$ cat src/design/artdmx_pkg.sv
`timescale 1ns / 1ps

package artdmx_pkg;

    localparam int CHANNELS_DEFAULT     = 512;
    localparam int MAX_DATAGRAM_DEFAULT = 530;

    localparam int HEADER_BYTES  = 18;
    localparam int ID_BYTES      = 8;
    localparam int ADDR_W        = 10;
    localparam int QUEUE_DEPTH   = 4;
    localparam int QUEUE_PTR_W   = $clog2(QUEUE_DEPTH);
    localparam int QUEUE_CNT_W   = $clog2(QUEUE_DEPTH + 1);
    localparam int REG_INDEX_W   = 2;
    localparam int CFG_DATA_W    = 16;

    localparam logic [15:0] ARTDMX_OPCODE = 16'h5000;

    // configuration register indexes
    localparam logic [REG_INDEX_W-1:0] REG_RECEIVE_ENABLE  = 2'd0;
    localparam logic [REG_INDEX_W-1:0] REG_WANTED_UNIVERSE = 2'd1;

    // item opcodes
    localparam logic OP_PUSH = 1'b0;
    localparam logic OP_READ = 1'b1;

    // result kinds
    localparam logic KIND_VERDICT = 1'b0;
    localparam logic KIND_READ    = 1'b1;

    // packet status codes
    localparam logic [2:0] ST_ACCEPTED       = 3'd0;
    localparam logic [2:0] ST_TOO_SHORT      = 3'd1;
    localparam logic [2:0] ST_BAD_ID         = 3'd2;
    localparam logic [2:0] ST_BAD_OPCODE     = 3'd3;
    localparam logic [2:0] ST_OTHER_UNIVERSE = 3'd4;

    typedef struct packed {
        logic       opcode;
        logic [7:0] data_byte;
        logic       last_byte;
        logic [8:0] channel_index;
    } item_t;

    typedef struct packed {
        logic       result_kind;
        logic [7:0] channel_value;
        logic [2:0] packet_status;
    } result_t;

    // one classified operation for the back end
    typedef struct packed {
        logic              do_write;
        logic              do_read;
        logic              emit;
        logic              kind;
        logic [2:0]        status;
        logic [ADDR_W-1:0] addr;
        logic [7:0]        data;
    } cmd_t;

    function automatic logic [7:0] id_char(input logic [2:0] idx);
        logic [7:0] c;
        case (idx)
            3'd0:    c = 8'h41;
            3'd1:    c = 8'h72;
            3'd2:    c = 8'h74;
            3'd3:    c = 8'h2d;
            3'd4:    c = 8'h4e;
            3'd5:    c = 8'h65;
            3'd6:    c = 8'h74;
            default: c = 8'h00;
        endcase
        return c;
    endfunction

endpackage

$ cat src/design/artdmx_front.sv
`timescale 1ns / 1ps

module artdmx_front
    import artdmx_pkg::*;
#(
    parameter int CHANNELS     = CHANNELS_DEFAULT,
    parameter int MAX_DATAGRAM = MAX_DATAGRAM_DEFAULT
)
(
    input  logic                   clk,
    input  logic                   rst_n,
    input  logic                   wr_en,
    input  logic [REG_INDEX_W-1:0] wr_index,
    input  logic [CFG_DATA_W-1:0]  wr_data,
    input  logic                   take,
    input  item_t                  item,
    output logic                   push,
    output cmd_t                   push_cmd
);

    localparam int POS_W = $clog2(MAX_DATAGRAM + 1);
    localparam int LEN_W = $clog2(CHANNELS + 1);

    logic             enable_reg, enable_next;
    logic [15:0]      wanted_reg, wanted_next;
    logic [POS_W-1:0] pos_reg, pos_next;
    logic             id_ok_reg, id_ok_next;
    logic [15:0]      opc_reg, opc_next;
    logic [15:0]      univ_reg, univ_next;
    logic [7:0]       len_hi_reg, len_hi_next;
    logic [LEN_W-1:0] declared_reg, declared_next;
    logic [LEN_W-1:0] staged_reg, staged_next;
    logic             active_reg, active_next;
    logic [LEN_W-1:0] committed_reg, committed_next;

    logic [POS_W-1:0] d;
    logic [15:0]      len16;
    logic [2:0]       status;
    logic             wrote;
    logic             restart;

    always_comb
    begin
        enable_next    = enable_reg;
        wanted_next    = wanted_reg;
        pos_next       = pos_reg;
        id_ok_next     = id_ok_reg;
        opc_next       = opc_reg;
        univ_next      = univ_reg;
        len_hi_next    = len_hi_reg;
        declared_next  = declared_reg;
        staged_next    = staged_reg;
        active_next    = active_reg;
        committed_next = committed_reg;
        push           = 1'b0;
        push_cmd       = '0;
        wrote          = 1'b0;
        restart        = 1'b0;
        status         = ST_ACCEPTED;
        d              = pos_reg - POS_W'(HEADER_BYTES);
        len16          = {len_hi_reg, item.data_byte};

        if (take)
        begin
            if (item.opcode == OP_READ)
            begin
                push          = 1'b1;
                push_cmd.emit = 1'b1;
                push_cmd.kind = KIND_READ;
                push_cmd.do_read = enable_reg
                    && (32'(item.channel_index) < 32'(committed_reg))
                    && (32'(item.channel_index) < CHANNELS);
                push_cmd.addr = ADDR_W'(32'(item.channel_index)
                                        + (active_reg ? CHANNELS : 0));
            end
            else if (!enable_reg)
            begin
                restart = item.last_byte;
            end
            else
            begin
                if (32'(pos_reg) < MAX_DATAGRAM)
                begin
                    pos_next = pos_reg + POS_W'(1);
                    if (32'(pos_reg) < ID_BYTES)
                    begin
                        if (item.data_byte != id_char(pos_reg[2:0]))
                            id_ok_next = 1'b0;
                    end
                    else if (32'(pos_reg) == 8)
                        opc_next[7:0] = item.data_byte;
                    else if (32'(pos_reg) == 9)
                        opc_next[15:8] = item.data_byte;
                    else if (32'(pos_reg) == 14)
                        univ_next[7:0] = item.data_byte;
                    else if (32'(pos_reg) == 15)
                        univ_next[15:8] = item.data_byte;
                    else if (32'(pos_reg) == 16)
                        len_hi_next = item.data_byte;
                    else if (32'(pos_reg) == 17)
                    begin
                        if (32'(len16) > CHANNELS)
                            declared_next = LEN_W'(CHANNELS);
                        else
                            declared_next = LEN_W'(len16);
                    end
                    else if (32'(pos_reg) >= HEADER_BYTES)
                    begin
                        if ((32'(d) < 32'(declared_reg)) && (32'(d) < CHANNELS))
                        begin
                            // data lands in the bank that is not visible
                            wrote         = 1'b1;
                            staged_next   = LEN_W'(32'(d) + 1);
                            push_cmd.addr = ADDR_W'(32'(d) + (active_reg ? 0 : CHANNELS));
                            push_cmd.data = item.data_byte;
                        end
                    end
                end

                if (item.last_byte)
                begin
                    if (32'(pos_next) < HEADER_BYTES)
                        status = ST_TOO_SHORT;
                    else if (!id_ok_next)
                        status = ST_BAD_ID;
                    else if (opc_next != ARTDMX_OPCODE)
                        status = ST_BAD_OPCODE;
                    else if (univ_next != (wanted_reg - 16'd1))
                        status = ST_OTHER_UNIVERSE;
                    else
                        status = ST_ACCEPTED;

                    if (status == ST_ACCEPTED)
                    begin
                        active_next    = ~active_reg;
                        committed_next = (staged_next < declared_next) ? staged_next
                                                                       : declared_next;
                    end
                    restart = 1'b1;
                end

                push              = wrote || item.last_byte;
                push_cmd.do_write = wrote;
                push_cmd.emit     = item.last_byte;
                push_cmd.kind     = KIND_VERDICT;
                push_cmd.status   = status;
            end
        end

        if (wr_en)
        begin
            case (wr_index)
                REG_RECEIVE_ENABLE:
                begin
                    enable_next = wr_data[0];
                    restart     = 1'b1;
                end
                REG_WANTED_UNIVERSE: wanted_next = wr_data;
                default: ;
            endcase
        end

        if (restart)
        begin
            pos_next      = '0;
            id_ok_next    = 1'b1;
            opc_next      = '0;
            univ_next     = '0;
            len_hi_next   = '0;
            declared_next = '0;
            staged_next   = '0;
        end
    end

    always_ff @(posedge clk or negedge rst_n)
    begin
        if (!rst_n)
        begin
            enable_reg    <= 1'b0;
            wanted_reg    <= 16'd1;
            pos_reg       <= '0;
            id_ok_reg     <= 1'b1;
            opc_reg       <= '0;
            univ_reg      <= '0;
            len_hi_reg    <= '0;
            declared_reg  <= '0;
            staged_reg    <= '0;
            active_reg    <= 1'b0;
            committed_reg <= '0;
        end
        else
        begin
            enable_reg    <= enable_next;
            wanted_reg    <= wanted_next;
            pos_reg       <= pos_next;
            id_ok_reg     <= id_ok_next;
            opc_reg       <= opc_next;
            univ_reg      <= univ_next;
            len_hi_reg    <= len_hi_next;
            declared_reg  <= declared_next;
            staged_reg    <= staged_next;
            active_reg    <= active_next;
            committed_reg <= committed_next;
        end
    end

endmodule

$ cat config.mk
export PLATFORM = sky130hd
export DESIGN_NAME = artdmx_front
export DESIGN_NICKNAME = d
export VERILOG_FILES = /design/src/design/artdmx_pkg.sv /design/src/design/artdmx_front.sv
export SDC_FILE = /design/constraint.sdc
export NUM_CORES = 1
export LEC_CHECK = 0
export ABC_CLOCK_PERIOD_IN_PS = 19100
export BUFFER_PORTS_ARGS = -buffer_cell sky130_fd_sc_hd__buf_2
export CAP_MARGIN = 20
export CORE_UTILIZATION = 40
export CTS_CLUSTER_SIZE = 10
export DETAILED_ROUTE_END_ITERATION = 12
export GPL_ROUTABILITY_DRIVEN = 0
export SYNTH_ARGS = -nofsm -noshare
export SYNTH_HDL_FRONTEND = slang
export SYNTH_SLANG_ARGS = --single-unit
$ cat constraint.sdc
create_clock -name clk -period 19.1 [get_ports clk]
set_input_delay 3.82 -clock clk [delete_from_list [all_inputs] [get_ports clk]]
set_output_delay 3.82 -clock clk [all_outputs]
set_load 0.005 [all_outputs]
==> summary.txt <==
GRT
  – First-pass GRT wire length: 30800 um
  – GR Overflow Total: 0
  – Largest net degree at the start of global routing: 56
  – Vias in the first global route: 5893
  – GRT Overall Usage: 22.4%
  – Initial antenna violation count: 0

STA
  – Rel. slew slack: 26.7%
  – RSZ-0062 raised after global routing: false
  – Worst-Margin Slew: 1.10 ns
  – Clk_skew: 0.0168 ns
  – Final setup fails: 0
  – Fmax: 0.100 GHz
  – Final slew viol count: 0
  – Min cycle time layout: 9.96 ns
  – Final Hold Vio Count: 0
  – Setup tns final: 0 ns
  – Final cycle utilization of the critical path: 52.1%
  – Setup WS post-layout: 9.14 ns

Pwr
  – Reg power frac: 44.5%
  – Internal Power: 0.357 mW
  – Static leakage: 3.40 nW
  – Pwr/cell area: 69.7 nW/um^2
  – Net Sw Power: 0.169 mW
  – VDD IR max: 0.0450 mV
  – Switch share: 32.1%
  – Gate power share: 21.7%
  – Overall power: 0.526 mW
  – Clock power share: 33.8%

Critical path
  – R2R cell count: 23
  – RR Startpoint: pos_reg[2]
  – Worst path slowest cell: or4_1
  – CP most frequent cell: buf_2
  – Delay of the slowest critical-path stage: 0.59 ns
  – Worst path arrival time: 6.14 ns
  – RR Endpoint: committed_reg[0]
  – Critical Path Start Type: primary input
  – Worst setup EP type: output port
  – CP Cell Sequence: buf_2, or4_1, nor3_1, nand3_1, mux2i_1, nand2_1, or4bb_1, a31oi_1, buf_2
  – Reg-to-reg slack, setup: 12.28 ns
  – CP max FO: 13
  – Kind of critical path: in2out
  – Req. time, crit path: 15.28 ns

Synthesis
  – Post-Synth XOR/XNOR Area: 6.05%
  – Synthesized cell area: 6790 sq um
  – Post-synth top area cell: dfrtp_1
  – Net Count, Synth: 806
  – Synth top area share: 35.8%
  – Async S/R FF share, synth: 100%
  – Syn avg cell area: 9.31 sq um
  – Synth Register Bits: 99
  – Yosys cell types: 65
  – Main synth FF type: dfrtp_1
  – Synth top area cells: dfrtp_1 36%, ha_1 6.6%, a22o_1 6.5%, mux2i_1 5.9%, xnor2_1 4.5%
  – Mapped Cells: 729
  – Largest family of logic cells by synthesized area: compound AO/OA/AOI/OAI gates
  – Sequential area share after synthesis: 36.5%
  – Synth Area in Simple Gates: 17.2%
  – Post-synth EDFFs: 0
  – Synth Area in Compound Gates: 18.7%
  – YS warnings: 0
  – Synth Area in Adders: 6.64%
  – Mux contribution to synthesized area: 9.71%

Route
  – DRT Wirelength: 18800 um
  – Total number of vias: 5772
  – Post-DRT Antenna Nets: 0
  – DR iter-0 viols: 385
  – DR WL/cell: 18.9 um
  – Via-to-Cell Ratio: 5.79
  – DRT Pass-1 Iters: 7
  – Remaining DRCs: 0

Status
  – Outcome: completed

Cells and area
  – # fillers: 1633
  – Footprint of the multi-input gates: 3970 sq um
  – Share of layout cells above drive strength 1: 15.3%
  – Layout Nets: 849
  – Finished Cell Area: 7550 sq um
  – Area Overhead vs Synth: 11.2%
  – Sequential cell area: 2480 sq um
  – Finished Core Util: 45.5%
  – N_diodes: 0

Clocking
  – Clk slew on worst S/H paths: 0.07 ns
  – CTS buffer count: 9
  – Clock Sinks: 99
  – TritonCTS clock tree: done
  – H-Tree Level Count: 3
  – Later-pin clock latency in the skew report: 0.36 ns
  – Setup bufs post-CTS: 0
  – CTS Hold Buffers Added: 0
  – CTS Buffer Depth: 2
  – CTS root buf: clkbuf_16
  – Post_cts resized: 0

Placement
  – DP Worst Slack: 9.20 ns
  – Port bufs: 66
  – Final HPWL DP: 13800 um
  – DP Area: 7270 sq um

Floorplanning
  – Initial core utilization: 40.9%
  – Die Width: 132 um
  – Site Rows: 47
  – Core area: 16600 sq um
  – Die Span Y: 132 um
  – Top Ports: 67
  – Die ar.: 17500 sq um

Flow run
  – Max Cap Violations: 0

Hold path
  – Worst hold stages: 1
  – Hold Path End: univ_reg[5]
  – Worst hold start: univ_reg[5]
  – Hold WC Path Type: reg2reg
cells in the mapped netlist, types with 3 or more instances:
| master | n |
|---|---|
| a211o_1 | 4 |
| a211oi_1 | 3 |
| a21boi_0 | 3 |
| a21o_1 | 7 |
| a21oi_1 | 25 |
| a22o_1 | 50 |
| a31oi_1 | 7 |
| and2_1 | 6 |
| and3_1 | 20 |
| and4_1 | 3 |
| buf_1 | 4 |
| buf_6 | 3 |
| clkbuf_1 | 30 |
| dfrtp_1 | 97 |
| ha_1 | 36 |
| inv_1 | 47 |
| mux2_2 | 22 |
| mux2i_1 | 40 |
| nand2_1 | 55 |
| nand2b_1 | 5 |
| nand3_1 | 19 |
| nand3b_1 | 3 |
| nand4_1 | 9 |
| nor2_1 | 40 |
| nor2b_1 | 10 |
| nor3_1 | 12 |
| nor4_1 | 13 |
| nor4b_1 | 3 |
| o21a_1 | 4 |
| o21ai_0 | 39 |
| o22ai_1 | 12 |
| o31ai_1 | 5 |
| or3_1 | 9 |
| or4_1 | 4 |
| xnor2_1 | 35 |
| xor2_1 | 10 |
critical path: cells and delay by family:
kind,cells,cell delay (ns)
multiplexers,1,0.19
AO/OA/AOI/OAI,1,0.18
AND/OR/NAND/NOR,5,1.59
buffers and inverters,2,0.35
layout by cell type (no fill, tap or decap), types with 35 or more instances in the layout:
| master | netlist | routed |
|---|---|---|
| mux2i_1 | 40 | 40 |
| o21ai_0 | 39 | 39 |
| dfrtp_1 | 97 | 97 |
| ha_1 | 36 | 36 |
| buf_2 | 2 | 65 |
| a22o_1 | 50 | 50 |
| xnor2_1 | 35 | 35 |
| nand2_1 | 55 | 55 |
| nor2_1 | 40 | 39 |
| inv_1 | 47 | 47 |
kinds of logic after synthesis:
| logic type | Yosys count |
|---|---|
| compound gates | 177 |
| fa+ha+maj | 36 |
| flops | 99 |
| simple gates | 222 |
| buf+inv | 86 |
| xor+xnor | 46 |
| mux | 63 |
worst max path at each step:
stage	start	endpoint
2_1_floorplan	item[15]	push_cmd[20]
3_3_place_gp	item[15]	push_cmd[20]
3_5_place_dp	item[15]	push_cmd[20]
4_1_cts	item[15]	push_cmd[20]
5_1_grt	item[11]	push_cmd[20]
6_report	item[13]	push_cmd[20]
stage by stage:
step / instances / hold WS, ns
after global routing: 997 / 0.521
after floorplan: 729 / 0.449
final: 997 / 0.501
after global placement: 981 / 0.469
after CTS: 997 / 0.504
after detailed placement: 981 / 0.480
layer usage:
metal	part of all wire, %	up-vias	wire (um)	track usage, %
met5	0	-	0	0
met1	44	2820	8230	28.2
met4	2.4	0	450	7.60
met3	5.2	29	987	4.15
li1	-	2736	-	-
met2	49	187	9170	38.6
power by group through the flow:
stage	Clock, mW	Combinational, mW	Sequential [mW]
2_1_floorplan	0	0.0815	0.231
3_3_place_gp	0	0.109	0.238
3_5_place_dp	0	0.113	0.238
4_1_cts	0.182	0.113	0.234
5_1_grt	0.190	0.126	0.236
6_report	0.178	0.114	0.234
area by class of cell:
type	count	share of cell area [%]
timing repair buffer	71	4.91
clock buffer	12	3.27
tap	220	3.65
multi-input combinational	544	52.6
sequential	99	32.9
clock inverter	4	0.431
inverter	47	2.34
(Power assumes the default switching activity.)
