<file path="src/design/artdmx_pkg.sv">
`timescale 1ns / 1ps

package artdmx_pkg;

    localparam int CHANNELS_DEFAULT     = 512;
    localparam int MAX_DATAGRAM_DEFAULT = 530;

    localparam int HEADER_BYTES  = 18;
    localparam int ID_BYTES      = 8;
    localparam int ADDR_W        = 10;
    localparam int QUEUE_DEPTH   = 4;
    localparam int QUEUE_PTR_W   = $clog2(QUEUE_DEPTH);
    localparam int QUEUE_CNT_W   = $clog2(QUEUE_DEPTH + 1);
    localparam int REG_INDEX_W   = 2;
    localparam int CFG_DATA_W    = 16;

    localparam logic [15:0] ARTDMX_OPCODE = 16'h5000;

    // configuration register indexes
    localparam logic [REG_INDEX_W-1:0] REG_RECEIVE_ENABLE  = 2'd0;
    localparam logic [REG_INDEX_W-1:0] REG_WANTED_UNIVERSE = 2'd1;

    // item opcodes
    localparam logic OP_PUSH = 1'b0;
    localparam logic OP_READ = 1'b1;

    // result kinds
    localparam logic KIND_VERDICT = 1'b0;
    localparam logic KIND_READ    = 1'b1;

    // packet status codes
    localparam logic [2:0] ST_ACCEPTED       = 3'd0;
    localparam logic [2:0] ST_TOO_SHORT      = 3'd1;
    localparam logic [2:0] ST_BAD_ID         = 3'd2;
    localparam logic [2:0] ST_BAD_OPCODE     = 3'd3;
    localparam logic [2:0] ST_OTHER_UNIVERSE = 3'd4;

    typedef struct packed {
        logic       opcode;
        logic [7:0] data_byte;
        logic       last_byte;
        logic [8:0] channel_index;
    } item_t;

    typedef struct packed {
        logic       result_kind;
        logic [7:0] channel_value;
        logic [2:0] packet_status;
    } result_t;

    // one classified operation for the back end
    typedef struct packed {
        logic              do_write;
        logic              do_read;
        logic              emit;
        logic              kind;
        logic [2:0]        status;
        logic [ADDR_W-1:0] addr;
        logic [7:0]        data;
    } cmd_t;

    function automatic logic [7:0] id_char(input logic [2:0] idx);
        logic [7:0] c;
        case (idx)
            3'd0:    c = 8'h41;
            3'd1:    c = 8'h72;
            3'd2:    c = 8'h74;
            3'd3:    c = 8'h2d;
            3'd4:    c = 8'h4e;
            3'd5:    c = 8'h65;
            3'd6:    c = 8'h74;
            default: c = 8'h00;
        endcase
        return c;
    endfunction

endpackage

</file>
<file path="src/design/artdmx_cmdq.sv">
`timescale 1ns / 1ps

module artdmx_cmdq
    import artdmx_pkg::*;
(
    input  logic clk,
    input  logic rst_n,
    input  logic push,
    input  cmd_t push_cmd,
    output logic full,
    input  logic pop,
    output logic head_valid,
    output cmd_t head_cmd
);

    cmd_t                   entries_reg [QUEUE_DEPTH];
    logic [QUEUE_PTR_W-1:0] wr_ptr_reg, wr_ptr_next;
    logic [QUEUE_PTR_W-1:0] rd_ptr_reg, rd_ptr_next;
    logic [QUEUE_CNT_W-1:0] count_reg, count_next;
    logic                   do_push;
    logic                   do_pop;

    assign full       = (count_reg == QUEUE_CNT_W'(QUEUE_DEPTH));
    assign head_valid = (count_reg != '0);
    assign head_cmd   = entries_reg[rd_ptr_reg];
    assign do_push    = push && !full;
    assign do_pop     = pop && head_valid;

    always_comb
    begin
        wr_ptr_next = do_push ? wr_ptr_reg + QUEUE_PTR_W'(1) : wr_ptr_reg;
        rd_ptr_next = do_pop ? rd_ptr_reg + QUEUE_PTR_W'(1) : rd_ptr_reg;
        count_next  = count_reg;
        if (do_push && !do_pop)
            count_next = count_reg + QUEUE_CNT_W'(1);
        else if (do_pop && !do_push)
            count_next = count_reg - QUEUE_CNT_W'(1);
    end

    always_ff @(posedge clk)
    begin
        if (do_push)
            entries_reg[wr_ptr_reg] <= push_cmd;
    end

    always_ff @(posedge clk or negedge rst_n)
    begin
        if (!rst_n)
        begin
            wr_ptr_reg <= '0;
            rd_ptr_reg <= '0;
            count_reg  <= '0;
        end
        else
        begin
            wr_ptr_reg <= wr_ptr_next;
            rd_ptr_reg <= rd_ptr_next;
            count_reg  <= count_next;
        end
    end

endmodule

</file>
<file path="config.mk">
export PLATFORM = sky130hd
export DESIGN_NAME = artdmx_cmdq
export DESIGN_NICKNAME = d
export VERILOG_FILES = /design/src/design/artdmx_pkg.sv /design/src/design/artdmx_cmdq.sv
export SDC_FILE = /design/constraint.sdc
export NUM_CORES = 1
export LEC_CHECK = 0
export BUFFER_PORTS_ARGS = -buffer_cell sky130_fd_sc_hd__buf_2
export CORE_MARGIN = 2
export CORE_UTILIZATION = 54
export CTS_CLUSTER_DIAMETER = 40
export CTS_CLUSTER_SIZE = 24
export DETAILED_ROUTE_END_ITERATION = 8
export PLACE_DENSITY = 0.73
export SETUP_SLACK_MARGIN = 0.2
export SKIP_CTS_REPAIR_TIMING = 1
export SYNTH_ARGS = -nofsm -noshare
export SYNTH_HDL_FRONTEND = slang
export SYNTH_SLANG_ARGS = --single-unit
</file>
<file path="constraint.sdc">
create_clock -name clk -period 3.8 [get_ports clk]
set_input_delay 0.76 -clock clk [delete_from_list [all_inputs] [get_ports clk]]
set_output_delay 0.76 -clock clk [all_outputs]
set_load 0.05 [all_outputs]
</file>
==> flow_summary.yaml, run 1 <==
outcome:
  status: "finished clean"
worst_setup_path:
  cp_data_arrival_time_ps: 2210
  cp.required_ps: 3040
  cpPeakStageDelay_ps: 700
  path_depth: 3
  ff2ff_path_depth: 8
  worst-setup-path-type: "reg2out"
  path_max_fanout: 16
  end_kind: "primary output"
  cp_cell_sequence: "buf_4 > mux4_1 > buf_2"
  crit_path_top_delay_cell: "dfrtp_2"
  path_buf_inv: 2
  startpoint_type: "flip-flop"
  cpLargestDelayFamily: "flip-flops"
pwr:
  seqPwrFrac: 0.428
  power.density_mw_per_mm2: 851.7
  power.leakage_uw: 0.001652
  p_switching_uw: 1572
  vdd_drop_max_mv: 0.4237
  p_int_uw: 2393
  p_sw_frac: 0.3964
  pwr-share-clk: 0.171
  pwr-share-comb: 0.401
clock_tree:
  tritoncts: "built"
  cts.sinks: 107
  clock-root-buffer: "clkbuf_8"
  cts_max_level: 3
  clock_path_buffers: 2
  clkLatencyLatePin_ps: 360
  cts_buffers: 9
  clk_transition_reported_paths_ps: 90
timing:
  worst_pin_slew_ps: 516.9
  fin_crit_sh: 0.7819
  worst_hold_slack_ps: 223.3
  clock_skew_ps: 11.65
  setup_viol: 0
  drv_slew: 0
  slew_headroom: 0.6547
  clock.fmax_mhz: 336.6
  fin_setup_tns_ps: 0
  rsz0062_at_grt: "false"
  hold_viol: 0
  period_minus_slack_ps: 2971
floorplan:
  rows: 31
  die_y_um: 90.93
  io_pins: 56
  core_mm2: 0.007292
  die-area_mm2: 0.008267
  fp.dieW_um: 90.93
  initial_core_util: 0.5595
yosys:
  synth_common_cells: "100 x edfxtp_1, 18 x mux4_2, 7 x dfrtp_1, 7 x mux4_1, 5 x ha_1"
  netlist_instances: 166
  synth_top_area_share: 0.7360
  synth_largest_area_cell: "edfxtp_1"
  ys_ff_latch: 107
  synthArstFlopShare: 0.06542
  synth_ff_type: "edfxtp_1"
  yosysUniqueCellTypes: 21
  synth_area_mm2: 0.004080
  synth.area.top_cells: "edfxtp_1 74%, mux4_2 9.9%, mux4_1 4.5%"
  yosysWarnings: 0
  syn-num-nets: 201
  yosysMostFrequentCell: "edfxtp_1"
  synth.yosys.seq_area_share: 0.7789
  synth_edf_count: 100
  synth.avg_cell_area_um2: 24.58
grt:
  overflow: 0
  track_usage: 0.1597
  antenna_found_initial: 0
  grt_pass1_wl_mm: 9.818
  grt_pass1_vias: 1888
  grt_max_degree: 22
layout:
  multiInputGateArea_um2: 813.3
  largest_register_ffs: 100
  final-seq-area_mm2: 0.003179
  area_growth_pct: 14.08
  antenna_cells: 0
  nets: 267
  nFillCells: 533
  final_cells: 336
  drive_gt1_frac: 0.4177
placed_design:
  io_buffers: 55
  dpl.hpwl_mm: 4.023
  placed_cells: 320
  gp_congestion: 0.6737
detailed_routing:
  num_vias: 1822
  detail-route-antenna-nets: 0
  drt-total-wl_mm: 6.126
  wl_per_cell_um: 18.23
  dr.pass1.iters: 4
  drc: 0
  drtIter0Drc: 110
  via_per_inst: 5.423
worst_hold_path:
  hp-class: "in2async"
run:
  max_cap_viol_count: 0
==> logic make-up after synthesis <==
family / share of synthesized area
xor+xnor: 0.01288
fa+ha+maj: 0.02024
buf+inv: 0.02177
flops: 0.7789
mux: 0.1509
simple gates: 0.01533
==> power by group through the flow <==
stage                     logic (uW)  registers, uW  clock network (uW)
after floorplan                 1390           1650                   0
after global placement          1600           1720                   0
after detailed placement        1610           1730                   0
after CTS                       1610           1700                 696
after global routing            1680           1720                 740
final                           1590           1700                 679
==> per-layer routing <==
metal,share of wire,vias to the layer above,track usage
met5,0,-,0
met4,0.016,0,0.06061
met3,0.046,10,0.03589
met2,0.51,46,0.2537
met1,0.43,948,0.2195
li1,-,818,-
==> worst paths after layout <==
path | startpoint | end | slack [ps]
worst max-delay path | rd_ptr_reg[0] | head_cmd[23] | 830
worst min-delay path | rst_n | count_reg[1] | 220
worst max register to register | count_reg[2] | count_reg[2] | 1600
worst min register to register | count_reg[2] | count_reg[2] | 480
max in group asynchronous | rst_n | rd_ptr_reg[0] | 3400
min in group clk | count_reg[2] | count_reg[2] | 480
==> area by class of cell <==
class,count,share of cell area
flip-flops and latches,107,0.6831
multi-input cells,49,0.1747
repair buffers,62,0.07043
clock buffers,9,0.02661
well taps,99,0.02661
clock inverters,7,0.01613
inverters,3,0.002419
==> placed cells by master, fill, tap and decap left out, drive strengths merged <==
master | synthesis | layout
bufinv | 0 | 1
inv | 3 | 5
clkinvlp | 0 | 1
clkbuf | 0 | 9
nand3 | 1 | 1
xnor2 | 4 | 4
nand2 | 1 | 1
xor2 | 2 | 2
buf | 7 | 62
and2 | 4 | 4
nor2b | 1 | 1
mux2 | 2 | 2
clkinv | 0 | 3
fa | 1 | 1
nor3b | 1 | 1
ha | 5 | 5
or3 | 1 | 1
dfrtp | 7 | 7
mux4 | 25 | 25
nor2 | 1 | 1
edfxtp | 100 | 100
==> metrics by stage <==
stage | utilization | setup slack (ps) | area, um2 | power, uW
floorplan | - | 1331 | 4080 | 3033
global placement | 0.6110 | 1176 | 4456 | 3323
detailed placement | 0.6110 | 1170 | 4456 | 3339
CTS | 0.6383 | 768.4 | 4654 | 4010
global route | 0.6383 | 667.6 | 4654 | 4149
finish | 0.6383 | 828.9 | 4654 | 3964
(Power assumes the default switching activity.)
==> run 2: changes to the inputs <==
--- a/config.mk
+++ b/config.mk
@@ -7,11 +7,11 @@
 export LEC_CHECK = 0
 export BUFFER_PORTS_ARGS = -buffer_cell sky130_fd_sc_hd__buf_2
 export CORE_MARGIN = 2
-export CORE_UTILIZATION = 54
+export CORE_UTILIZATION = 51
 export CTS_CLUSTER_DIAMETER = 40
 export CTS_CLUSTER_SIZE = 24
 export DETAILED_ROUTE_END_ITERATION = 8
-export PLACE_DENSITY = 0.73
+export PLACE_DENSITY = 0.72
 export SETUP_SLACK_MARGIN = 0.2
 export SKIP_CTS_REPAIR_TIMING = 1
 export SYNTH_ARGS = -nofsm -noshare
==> constraint.sdc (replaced) <==
create_clock -name clk -period 2.5 [get_ports clk]
set_input_delay 0.5 -clock clk [delete_from_list [all_inputs] [get_ports clk]]
set_output_delay 0.5 -clock clk [all_outputs]
set_load 0.05 [all_outputs]
==> run 2 against run 1 <==
- die area up 5.6%
- worst setup slack worse by 590 ps
- clock-buffer cell count up 1
- non-clock buffer count up 9
==> flow_summary.yaml, run 2 (same netlist as run 1, synthesis figures left out) <==
layout:
  final_cell_mix: "100 x edfxtp_1, 55 x buf_2, 18 x mux4_2"
  post-route-util: 0.6109
  nFillCells: 544
  drive_gt1_frac: 0.4309
  multiInputGateArea_um2: 824.5
  final_cells: 348
  nets: 276
  antenna_cells: 0
  largest_register_ffs: 100
  final-seq-area_mm2: 0.003179
  area_growth_pct: 15.70
  layout_commonest_cell: "edfxtp_1"
timing:
  rsz0062_at_grt: "true"
  fin_crit_sh: 0.9056
  worst_pin_slew_ps: 398.8
  setup_viol: 0
  slew_headroom: 0.7341
  clock_skew_ps: 8.245
  hold_viol: 0
  drv_slew: 0
  clock.fmax_mhz: 441.7
  period_minus_slack_ps: 2264
worst_hold_path:
  hp-class: "in2reg"
run:
  max_cap_viol_count: 0
detailed_routing:
  via_per_inst: 5.296
  wl_per_cell_um: 18.59
  num_vias: 1843
  dr.pass1.iters: 4
  drc: 0
  drt-total-wl_mm: 6.471
  detail-route-antenna-nets: 0
  drtIter0Drc: 96
floorplan:
  initial_core_util: 0.5280
  io_pins: 56
  die-area_mm2: 0.008732
  fp.dieW_um: 93.45
  die_y_um: 93.45
  core_mm2: 0.007727
  rows: 32
clock_tree:
  tritoncts: "built"
  clock-root-buffer: "clkbuf_8"
  cts.sinks: 107
  cts_buffers: 9
  cts_max_level: 3
  clk_transition_reported_paths_ps: 90
  clock_path_buffers: 2
  clkLatencyLatePin_ps: 360
placed_design:
  dpl.hpwl_mm: 4.261
  io_buffers: 55
  gp_congestion: 0.6883
  placed_cells: 328
worst_setup_path:
  cp.required_ps: 2000
  worst-setup-path-type: "reg2out"
  cpPeakStageDelay_ps: 560
  crit_path_top_delay_cell: "mux4_1"
  path_max_fanout: 5
  r2r_slack_ps: 320
  path_buf_inv: 2
  startpoint_type: "flip-flop"
  end_kind: "primary output"
  cp_cell_sequence: "buf_4 > mux4_1 > buf_2"
  cp_data_arrival_time_ps: 1760
  cpLargestDelayFamily: "multiplexers"
pwr:
  power.density_mw_per_mm2: 1280
  vdd_drop_max_mv: 0.6211
  power_uw: 6045
  power.leakage_uw: 0.001686
grt:
  track_usage: 0.1608
  grt_pass1_vias: 1833
  antenna_found_initial: 0
  met3_usage: 0.04190
  grt_max_degree: 26
  grt_pass1_wl_mm: 9.998
  gr-usage-met1: 0.2221
  grtUsageMet2: 0.2470
  grt_busiest_layer: "met2"
  overflow: 0
outcome:
  status: "finished clean"
run 2: power by group:
group	total [uW]	switching [uW]	internal, uW
clock	913	550	363
sequential	2520	137	2380
combinational	2610	1720	890
run 2: layout make-up:
class                   count  share of cell area
clock inverters             6            0.008746
repair buffers             71             0.08667
well taps                 102             0.02703
flip-flops and latches    107              0.6735
multi-input cells          49              0.1747
inverters                   3            0.002385
clock buffers              10             0.02703
run 2: final timing paths:
kind | start | endpoint | cells after the start
max reg2reg | count_reg[0] | count_reg[2] | 8
min in group asynchronous | rst_n | count_reg[0] | 2
min | push_cmd[20] | entries_reg[3][20] | 1
max in group asynchronous | rst_n | rd_ptr_reg[0] | 2
max | rd_ptr_reg[0] | head_cmd[24] | 3
min reg2reg | count_reg[2] | count_reg[2] | 1
run 2: stage by stage:
step	setup TNS, ps	cell area (um2)	hold slack [ps]	worst slack (ps)
after floorplan	0	4091	204.4	216.7
after global routing	0	4721	327.0	161.1
after CTS	-12.95	4677	-40.82	-12.95
final	0	4721	350.0	235.9
after global placement	0	4508	352.5	388.0
after detailed placement	0	4508	357.1	356.5
run 2: worst reg2reg max path: cells and delay by family (launching register included):
kind	cells	cell delay [ps]
and+or+nand+nor	3	680
DFF	1	460
adders and majority gates	2	580
buffers and inverters	1	70
xor gates and xnor gates	2	310
run 2: routing by layer:
metal,up-vias,part of all wire
met3,7,0.045
met5,-,0
met4,0,0.013
met1,960,0.45
li1,833,-
met2,43,0.49
==> run 3: changes to the inputs <==
--- a/config.mk
+++ b/config.mk
@@ -6,6 +6,7 @@
 export NUM_CORES = 1
 export LEC_CHECK = 0
 export BUFFER_PORTS_ARGS = -buffer_cell sky130_fd_sc_hd__buf_2
+export CORE_ASPECT_RATIO = 1.75
 export CORE_MARGIN = 2
 export CORE_UTILIZATION = 51
 export CTS_CLUSTER_DIAMETER = 40
==> run 3 against run 2 <==
- via count is 0.71% lower
- sequential power is essentially flat
- wire length shrank 2.5%
- final area up 3.2%
==> flow_summary.yaml, run 3 (same netlist as run 1, synthesis figures left out) <==
layout:
  layout_commonest_cell: "edfxtp_1"
  nets: 278
  final_cell_mix: "100 x edfxtp_1, 54 x buf_2, 18 x mux4_2, 18 x buf_4, 9 x clkbuf_16"
  drive_gt1_frac: 0.4476
  post-route-util: 0.6199
  antenna_cells: 0
  area_growth_pct: 19.35
  largest_register_ffs: 100
detailed_routing:
  num_vias: 1830
  drt-total-wl_mm: 6.308
  wl_per_cell_um: 18.66
  dr.pass1.iters: 4
  via_per_inst: 5.414
  drtIter0Drc: 157
  detail-route-antenna-nets: 0
  drc: 0
grt:
  met3_usage: 0.04269
  grt_busiest_layer: "met2"
  track_usage: 0.1592
  gr-usage-met1: 0.1763
  overflow: 0
  antenna_found_initial: 0
  grtUsageMet2: 0.2813
  grt_max_degree: 20
  grt_pass1_vias: 2000
  grt_pass1_wl_mm: 10.01
clock_tree:
  cts_max_level: 3
  clkLatencyLatePin_ps: 330
  tritoncts: "built"
  cts_buffers: 9
  clk_transition_reported_paths_ps: 70
  clock-root-buffer: "clkbuf_16"
  cts.sinks: 107
  clock_path_buffers: 2
pwr:
  p_sw_frac: 0.3691
  seqPwrFrac: 0.380
  pwr-share-comb: 0.396
  power.leakage_uw: 0.001774
  power.density_mw_per_mm2: 1362
  pwr-share-clk: 0.225
  p_int_uw: 4183
  p_switching_uw: 2448
  vdd_drop_max_mv: 0.6976
timing:
  period_minus_slack_ps: 2234
  fin_setup_tns_ps: 0
  rsz0062_at_grt: "true"
  fin_crit_sh: 0.8935
  slew_headroom: 0.8158
  clock.fmax_mhz: 447.7
  hold_viol: 0
  setup_viol: 0
  drv_slew: 0
  clock_skew_ps: 3.386
  worst_pin_slew_ps: 276.3
worst_setup_path:
  timing.rr.end: "count_reg[2]"
  cp.required_ps: 2000
  ff2ff_path_depth: 8
  cp_cell_sequence: "buf_4 > mux4_1 > buf_2"
  path_max_fanout: 6
  cp_data_arrival_time_ps: 1730
  cpPeakStageDelay_ps: 560
  crit_path_top_delay_cell: "mux4_1"
  startpoint_type: "flip-flop"
  r2r_slack_ps: 360
  worstSetupEndpoint: "head_cmd[19]"
  r2r_start: "count_reg[0]"
  worst-setup-path-type: "reg2out"
  end_kind: "primary output"
  cp-startpoint: "rd_ptr_reg[0]"
placed_design:
  io_buffers: 55
  gp_congestion: 0.7252
  dpl.hpwl_mm: 4.346
floorplan:
  core_mm2: 0.007855
  initial_core_util: 0.5194
  io_pins: 56
  rows: 43
  fp.dieW_um: 71.62
  die_y_um: 122.3
  die-area_mm2: 0.008760
outcome:
  status: "finished clean"
run:
  max_cap_viol_count: 0
worst_hold_path:
  hp-class: "in2reg"
[run 3: cell types whose count changed in the layout (fill, tap and decap cells not counted), sizes merged]
cell      before  now
clkinv         4    3
bufinv         0    2
clkinvlp       1    0
buf           70   72
[run 3: stage by stage]
stage	hold WS, ps	std cells	instance area, um2	setup WS, ps	power (uW)
after floorplan	204.4	166	4091	216.7	4631
after global placement	338.3	318	4508	419.3	5131
after detailed placement	341.3	318	4508	388.8	5177
after CTS	-26.31	334	4835	57.39	6672
after global routing	368.5	338	4870	187.5	6927
final	376.6	338	4870	266.3	6631
[run 3: power groups by stage]
stage | clock network [uW] | logic (uW) | registers, uW
2_1_floorplan | 0 | 2120 | 2510
3_3_place_gp | 0 | 2570 | 2560
3_5_place_dp | 0 | 2590 | 2590
4_1_cts | 1530 | 2600 | 2550
5_1_grt | 1600 | 2780 | 2550
6_report | 1490 | 2620 | 2520
[run 3: cell type report]
class / count / area, um2
Sequential cell: 107 / 3179
Fill cell: 553 / 2985
Multi-Input combinational cell: 49 / 824.5
Timing Repair Buffer: 73 / 415.4
Clock buffer: 10 / 239.0
Tap cell: 90 / 112.6
Clock inverter: 6 / 87.58
Inverter: 3 / 11.26
[run 3: worst min path at each step]
stage	from	cells after the start	slack (ps)	to
floorplan	rst_n	0	200	count_reg[0]
global placement	rst_n	1	340	count_reg[0]
detailed placement	rst_n	1	340	count_reg[2]
CTS	rst_n	1	-30	wr_ptr_reg[1]
global route	push_cmd[8]	1	370	entries_reg[0][8]
finish	push_cmd[6]	1	380	entries_reg[2][6]
[run 3: worst max-delay path: cells and delay by family, from the launching register on]
kind	cells	cell delay, ps
buf+inv	2	420
flops	1	420
mux	1	560
[run 3: metal layers]
metal  vias up  part of all wire  routed length, um
li1        846                 -                  -
met2        39              0.57               3596
met4         0             0.017                105
met5         -                 0                  0
met3         6             0.041                259
met1       939              0.37               2347
